### config.mk
export PLATFORM = sky130hd
export DESIGN_NAME = speed_to_seven_segment_frames_unit
export DESIGN_NICKNAME = d
export VERILOG_FILES = /design/src/ssf_pkg.sv /design/src/ssf_digits.sv /design/src/speed_to_seven_segment_frames_unit.sv
export SDC_FILE = /design/constraint.sdc
export NUM_CORES = 1
export LEC_CHECK = 0
export BUFFER_PORTS_ARGS = -buffer_cell sky130_fd_sc_hd__buf_2
export CORE_ASPECT_RATIO = 1.25
export CORE_MARGIN = 2
export CORE_UTILIZATION = 53
export DETAILED_ROUTE_END_ITERATION = 6
export GPL_TIMING_DRIVEN = 1
export MAX_ROUTING_LAYER = met4
export PLACE_DENSITY = 0.77
export SLEW_MARGIN = 10
export SYNTH_ARGS = -nofsm -noshare
export SYNTH_HDL_FRONTEND = slang
export SYNTH_SLANG_ARGS = --single-unit
### constraint.sdc
create_clock -name clk -period 17.25 [get_ports clk]
set_input_delay 1.725 -clock clk [delete_from_list [all_inputs] [get_ports clk]]
set_output_delay 1.725 -clock clk [all_outputs]
set_load 0.01 [all_outputs]
### src/ssf_pkg.sv
// Shared types, constants and segment lookup for the speed display frame encoder.
package ssf_pkg;

	localparam int unsigned DIGITS = 4;
	localparam logic [7:0] CMD_BASE = 8'h7A;
	localparam logic [14:0] SHOW_LIMIT = 15'd10000;
	localparam logic [2:0] FRAME_LAST = 3'd7;

	localparam logic [7:0] OVER_PATTERN [DIGITS] = '{8'd57, 8'd9, 8'd9, 8'd15};

	typedef struct packed {
		logic       over;
		logic [3:0] thou;
		logic [3:0] hund;
		logic [3:0] tens;
		logic [3:0] unit;
	} digit_set_t;

	// Segment a is bit 0, segment g is bit 6.
	function automatic logic [7:0] seg_code(input logic [3:0] d);
		logic [7:0] s;
		case (d)
			4'd0: s = 8'd63;
			4'd1: s = 8'd6;
			4'd2: s = 8'd91;
			4'd3: s = 8'd79;
			4'd4: s = 8'd102;
			4'd5: s = 8'd109;
			4'd6: s = 8'd125;
			4'd7: s = 8'd7;
			4'd8: s = 8'd127;
			4'd9: s = 8'd111;
			default: s = 8'd0;
		endcase
		return s;
	endfunction

endpackage

### src/ssf_digits.sv
// Pipelined binary to four decimal digit conversion with overflow flag.
module ssf_digits
	import ssf_pkg::*;
(
	input  logic        clk,
	input  logic        arst_n,
	input  logic        in_valid,
	output logic        in_ready,
	input  logic [14:0] speed,
	output logic        dig_valid,
	input  logic        dig_ready,
	output digit_set_t  digits
);

	logic        vld_s1, vld_s2, vld_s3, vld_q;
	logic [14:0] v_s1;
	logic        over_s2, over_s3;
	logic [3:0]  thou_s2, thou_s3, hund_s3;
	logic [9:0]  rem_s2;
	logic [6:0]  rem_s3;
	digit_set_t  digits_q;
	logic        rdy_s2, rdy_s3, rdy_q;

	logic [29:0] prod1;
	logic [5:0]  thou_w;
	logic [15:0] thou_x1000;
	logic [15:0] rem1_w;
	logic [19:0] prod2;
	logic [3:0]  hund_w;
	logic [9:0]  rem2_w;
	logic [14:0] prod3;
	logic [3:0]  tens_w;
	logic [6:0]  unit_w;

	assign rdy_q    = !vld_q || dig_ready;
	assign rdy_s3   = !vld_s3 || rdy_q;
	assign rdy_s2   = !vld_s2 || rdy_s3;
	assign in_ready = !vld_s1 || rdy_s2;

	// Division by constants as reciprocal multiplies; each is exact for speeds below SHOW_LIMIT.
	always_comb begin
		prod1      = 30'(v_s1) * 30'd16778;
		thou_w     = prod1[29:24];
		thou_x1000 = 16'(thou_w) * 16'd1000;
		rem1_w     = 16'(v_s1) - thou_x1000;

		prod2  = 20'(rem_s2) * 20'd656;
		hund_w = prod2[19:16];
		rem2_w = rem_s2 - 10'(10'(hund_w) * 10'd100);

		prod3  = 15'(rem_s3) * 15'd205;
		tens_w = prod3[14:11];
		unit_w = rem_s3 - 7'(7'(tens_w) * 7'd10);
	end

	always_ff @(posedge clk or negedge arst_n) begin
		if (!arst_n) begin
			vld_s1 <= 1'b0;
			vld_s2 <= 1'b0;
			vld_s3 <= 1'b0;
			vld_q  <= 1'b0;
		end else begin
			if (in_ready) vld_s1 <= in_valid;
			if (rdy_s2) vld_s2 <= vld_s1;
			if (rdy_s3) vld_s3 <= vld_s2;
			if (rdy_q) vld_q <= vld_s3;
		end
	end

	always_ff @(posedge clk) begin
		if (in_ready && in_valid) v_s1 <= speed;
		if (rdy_s2 && vld_s1) begin
			over_s2 <= (v_s1 >= SHOW_LIMIT);
			thou_s2 <= thou_w[3:0];
			rem_s2  <= rem1_w[9:0];
		end
		if (rdy_s3 && vld_s2) begin
			over_s3 <= over_s2;
			thou_s3 <= thou_s2;
			hund_s3 <= hund_w;
			rem_s3  <= rem2_w[6:0];
		end
		if (rdy_q && vld_s3) begin
			digits_q.over <= over_s3;
			digits_q.thou <= thou_s3;
			digits_q.hund <= hund_s3;
			digits_q.tens <= tens_w;
			digits_q.unit <= unit_w[3:0];
		end
	end

	assign dig_valid = vld_q;
	assign digits    = digits_q;

	a_digits_decimal: assert property (@(posedge clk) disable iff (!arst_n)
		vld_q && !digits_q.over |-> digits_q.thou <= 4'd9 && digits_q.hund <= 4'd9 &&
			digits_q.tens <= 4'd9 && digits_q.unit <= 4'd9)
		else $error("decimal digit out of range");

	a_s1_hold: assert property (@(posedge clk) disable iff (!arst_n)
		vld_s1 && !rdy_s2 |=> vld_s1 && $stable(v_s1))
		else $error("stage one lost its item while stalled");

	a_out_hold: assert property (@(posedge clk) disable iff (!arst_n)
		vld_q && !dig_ready |=> vld_q && $stable(digits_q))
		else $error("digit register changed while stalled");

endmodule

### src/speed_to_seven_segment_frames_unit.sv
// Top level: speed value to an eight-byte seven-segment display frame.
// A frame's first byte is offered once its item has passed stages s1, s2, s3, the digit
// register and the frame register. The single byte-wide output channel bounds the rate;
// a four-register digit pipeline in front of the frame register takes new items meanwhile.
// Reset (arst_n, asynchronous, active low) empties the pipeline and the frame register.
module speed_to_seven_segment_frames_unit
	import ssf_pkg::*;
(
	input  logic        clk,
	input  logic        arst_n,
	input  logic        in_valid,
	output logic        in_ready,
	input  logic [14:0] speed,
	output logic        out_valid,
	input  logic        out_ready,
	output logic [7:0]  out_byte,
	output logic        last
);

	logic       dig_valid, dig_ready;
	digit_set_t digits;

	logic             fvld_q;
	logic [2:0]       cnt_q;
	logic [3:0][7:0]  seg_q;
	logic [3:0][3:0]  dig_vec;
	logic             frame_done;

	ssf_digits u_digits (
		.clk       (clk),
		.arst_n    (arst_n),
		.in_valid  (in_valid),
		.in_ready  (in_ready),
		.speed     (speed),
		.dig_valid (dig_valid),
		.dig_ready (dig_ready),
		.digits    (digits)
	);

	assign frame_done = fvld_q && out_ready && (cnt_q == FRAME_LAST);
	assign dig_ready  = !fvld_q || frame_done;
	assign dig_vec    = {digits.unit, digits.tens, digits.hund, digits.thou};

	always_ff @(posedge clk or negedge arst_n) begin
		if (!arst_n) begin
			fvld_q <= 1'b0;
			cnt_q  <= 3'd0;
		end else begin
			if (dig_ready) fvld_q <= dig_valid;
			if (fvld_q && out_ready) cnt_q <= cnt_q + 3'd1;
		end
	end

	always_ff @(posedge clk) begin
		if (dig_ready && dig_valid) begin
			for (int k = 0; k < DIGITS; k++) begin
				seg_q[k] <= digits.over ? OVER_PATTERN[k] : seg_code(dig_vec[k]);
			end
		end
	end

	// Even positions carry the digit-select command, odd ones the segment pattern.
	assign out_valid = fvld_q;
	assign out_byte  = cnt_q[0] ? seg_q[cnt_q[2:1]] : 8'(CMD_BASE + 8'(cnt_q[2:1]) + 8'd1);
	assign last      = (cnt_q == FRAME_LAST);

	a_idle_count: assert property (@(posedge clk) disable iff (!arst_n)
		!fvld_q |-> cnt_q == 3'd0)
		else $error("byte counter not at frame start while empty");

	a_frame_continues: assert property (@(posedge clk) disable iff (!arst_n)
		out_valid && out_ready && !last |=> out_valid && cnt_q == $past(cnt_q) + 3'd1)
		else $error("frame broke off before its last byte");

	a_cmd_byte: assert property (@(posedge clk) disable iff (!arst_n)
		out_valid && !cnt_q[0] |-> out_byte[7:3] == 5'b01111 && !last)
		else $error("command byte out of range");

endmodule

==> flow_summary_export.csv <==
group,metric,value,unit
clock_network,cts_buffers,9,
sta,whs,0.418,ns
sta,setup_viol,0,
yosys,synthTopCellsByArea,"ha_1 32%, edfxtp_1 31%, fa_1 9.7%, inv_1 6.6%, xnor2_1 2.8%",
sta,setup_ws,9.25,ns
yosys,ys_async_sr_fraction,8.08,%
yosys,synth.distinct_cells,47,
sta,drv_slew,0,
sta,setup_tns,0,ns
place,gp_congestion,0.922,
place,port_buffers,28,
sta,rsz0062_at_grt,"no",
routing,route.detailed.wl_per_inst,15.1,µm
floorplanning,dieHeight,149,µm
clock_network,post_cts_buffers,0,
clock_network,cts_tree,"done",
setup_path,crit_slowest_cell,"fa_1",
cells_and_area,nNetsFinal,1111,
yosys,synth_mux_area_share,2.01,%
yosys,synthAdderAreaFrac,41.6,%
setup_path,ff2ff_path_depth,31,
global_route,grt_pass1_wl,26700,µm
sta,finalHoldViolCount,0,
clock_network,htree_num_levels,3,
hold_path,hold_depth,0,
setup_path,slowest_delay,0.54,ns
yosys,synth_top_family_by_area,"adder cells",
yosys,yosysWarnings,0,
setup_path,critical_path_class,"flip-flop to flip-flop",
floorplanning,die_x,120,µm
sta,maxSlewHeadroom,49.6,%
status,status,"finished clean",
clock_network,clock_sinks,99,
routing,drcViolationCount,0,
cells_and_area,drive_gt1_share,8.34,%
yosys,netlist_top_cells_count,"227 x ha_1, 156 x inv_1, 91 x edfxtp_1",
clock_network,clkSlewWorstSetupHoldPaths,0.07,ns
clock_network,clk_latency,0.35,ns
global_route,grt_overflow_total,0,
clock_network,cts.path.max_buffers,2,
place,hpwl,13300,µm
floorplanning,row_count,53,
global_route,grt_max_degree,29,
yosys,synth_compound_area_share,7.19,%
floorplanning,start_util,53.5,%
floorplanning,num_io_pins,30,
global_route,grtUsageTotal,19.9,%
setup_path,crit_arrival,8.09,ns
global_route,grt_pass1_vias,5692,
yosys,syn_area,8910,µm²
setup_path,cp.required,17.34,ns
yosys,synth_edf_count,91,
place,place_worst_setup_slack,9.27,ns
yosys,synth_xor_area_share,4.31,%
yosys,netlist_instances,786,
setup_path,worst-path-max-fanout,7,
cells_and_area,synthToLayoutAreaGrowth,8.06,%
floorplanning,die_area,17900,µm²
setup_path,cp-end-kind,"flip-flop",
clock_network,root_buffer,"clkbuf_16",
clock_network,cts_resized,0,
sta,timing.fmax,0.125,GHz
cells_and_area,diodes,0,
yosys,ys_seq_elements,99,
routing,ant_nets,0,
yosys,avgSynthCellArea,11.3,µm²
setup_path,crit_top_cell,"inv_1",
yosys,syn_nets,1075,
sta,fin_crit,8.00,ns
yosys,synthFlopType,"edfxtp_1",
routing,dr_total_vias,5495,
global_route,antenna_found_initial,0,
routing,wirelength,15800,µm
routing,vias_per_cell,5.25,
yosys,synth.top_cell.area_share,31.9,%
routing,first_pass_iters,4,
hold_path,hp-class,"flip-flop to flip-flop",
routing,drt_first_iter_violations,348,
sta,fin_skew,0.00611,ns
yosys,synth.most_common_cell,"ha_1",
yosys,yosys.area_share.simple,5.06,%
yosys,yosysSeqAreaShare,32.9,%
sta,finalCritPeriodShare,46.4,%
job,maxCapViolCount,0,
sta,worstMarginPinSlew,0.755,ns
clock_network,cts-hold-fix-buffers,0,
setup_path,cp-start-kind,"flip-flop",
yosys,yosysTopAreaCell,"ha_1",
floorplanning,core_area,16600,µm²
## path summary, 6_finish.rpt
path | startpoint | endpoint | slack (ns)
hold reg to reg | u_digits.thou_s3[0]$_DFFE_PP_ | u_digits.digits[12]$_DFFE_PP_ | 0.42
min in group asynchronous | arst_n | cnt_q[0]$_DFFE_PN0P_ | 1.21
hold / removal | u_digits.thou_s3[0]$_DFFE_PP_ | u_digits.digits[12]$_DFFE_PP_ | 0.42
max in group asynchronous | arst_n | cnt_q[2]$_DFFE_PN0P_ | 15.87
setup / recovery | u_digits.v_s1[7]$_DFFE_PP_ | u_digits.rem_s2[9]$_DFFE_PP_ | 9.25
setup reg to reg | u_digits.v_s1[7]$_DFFE_PP_ | u_digits.rem_s2[9]$_DFFE_PP_ | 9.25
## layer usage
metal | global-route usage [%] | up-vias | routed length, µm
li1 | - | 2748 | -
met1 | 20.1 | 2633 | 5950
met2 | 38.2 | 82 | 9000
met3 | 3.02 | 32 | 292
met4 | 7.53 | 0 | 529
met5 | - | - | 0
## logic make-up after synthesis
| family | after synthesis |
|---|---|
| adder cells (fa/ha/maj) | 270 |
| buffers and inverters | 163 |
| AO/OA/AOI/OAI | 104 |
| flip-flops | 99 |
| AND/OR/NAND/NOR | 96 |
| XOR/XNOR | 43 |
| multiplexers | 10 |
| other | 1 |
## worst max-delay path, delay by kind of cell, from the launching register on
family | cells | cell delay [ns]
adders and majority gates | 13 | 5.03
AOI/OAI and AO/OA | 5 | 1.10
DFF | 1 | 0.52
buffers and inverters | 8 | 0.47
xor gates and xnor gates | 3 | 0.33
and+or+nand+nor | 2 | 0.30
## registers in the layout, indices dropped and copies added, names as in the netlist, 3 cells and up
name,cells
u_digits.hund_s3,4
u_digits.v_s1,15
u_digits.rem_s2,10
cnt_q,3
u_digits.rem_s3,7
seg_q,28
u_digits.thou_s3,4
u_digits.thou_s2,4
u_digits.digits,17
## layout make-up
cell class	instances	area [µm²]
Clock buffer	9	225
Fill cell	1388	7020
Tap cell	220	275
Clock inverter	7	75.1
Multi-Input combinational cell	524	5360
Sequential cell	99	2930
Timing Repair Buffer	32	170
Inverter	156	586
## stage by stage
stage / cells / utilization (%) / instance area, µm²
after floorplan: 786 / - / 8910
after global placement: 1031 / 56.0 / 9330
after detailed placement: 1031 / 56.0 / 9330
after CTS: 1047 / 57.8 / 9630
after global routing: 1047 / 57.8 / 9630
final: 1047 / 57.8 / 9630
## placed cells by master (no fill, tap or decap), types with 6 or more instances in the layout
master and n:
nor2b_1 7, nand2_1 24, buf_2 28, clkbuf_16 9, xor2_1 14, fa_1 43
a21o_1 9, inv_1 156, dfrtp_1 8, nand2b_1 8, nor2_1 32, nand3_1 7
edfxtp_1 91, xnor2_1 28, nand4_1 6, a31oi_1 9, a21oi_1 33, ha_1 227
mux4_2 6, o21ai_0 28
Power is left out: the tool's default activity adds up to more than one toggle a clock period on the data nets, which glitch-free logic cannot reach.
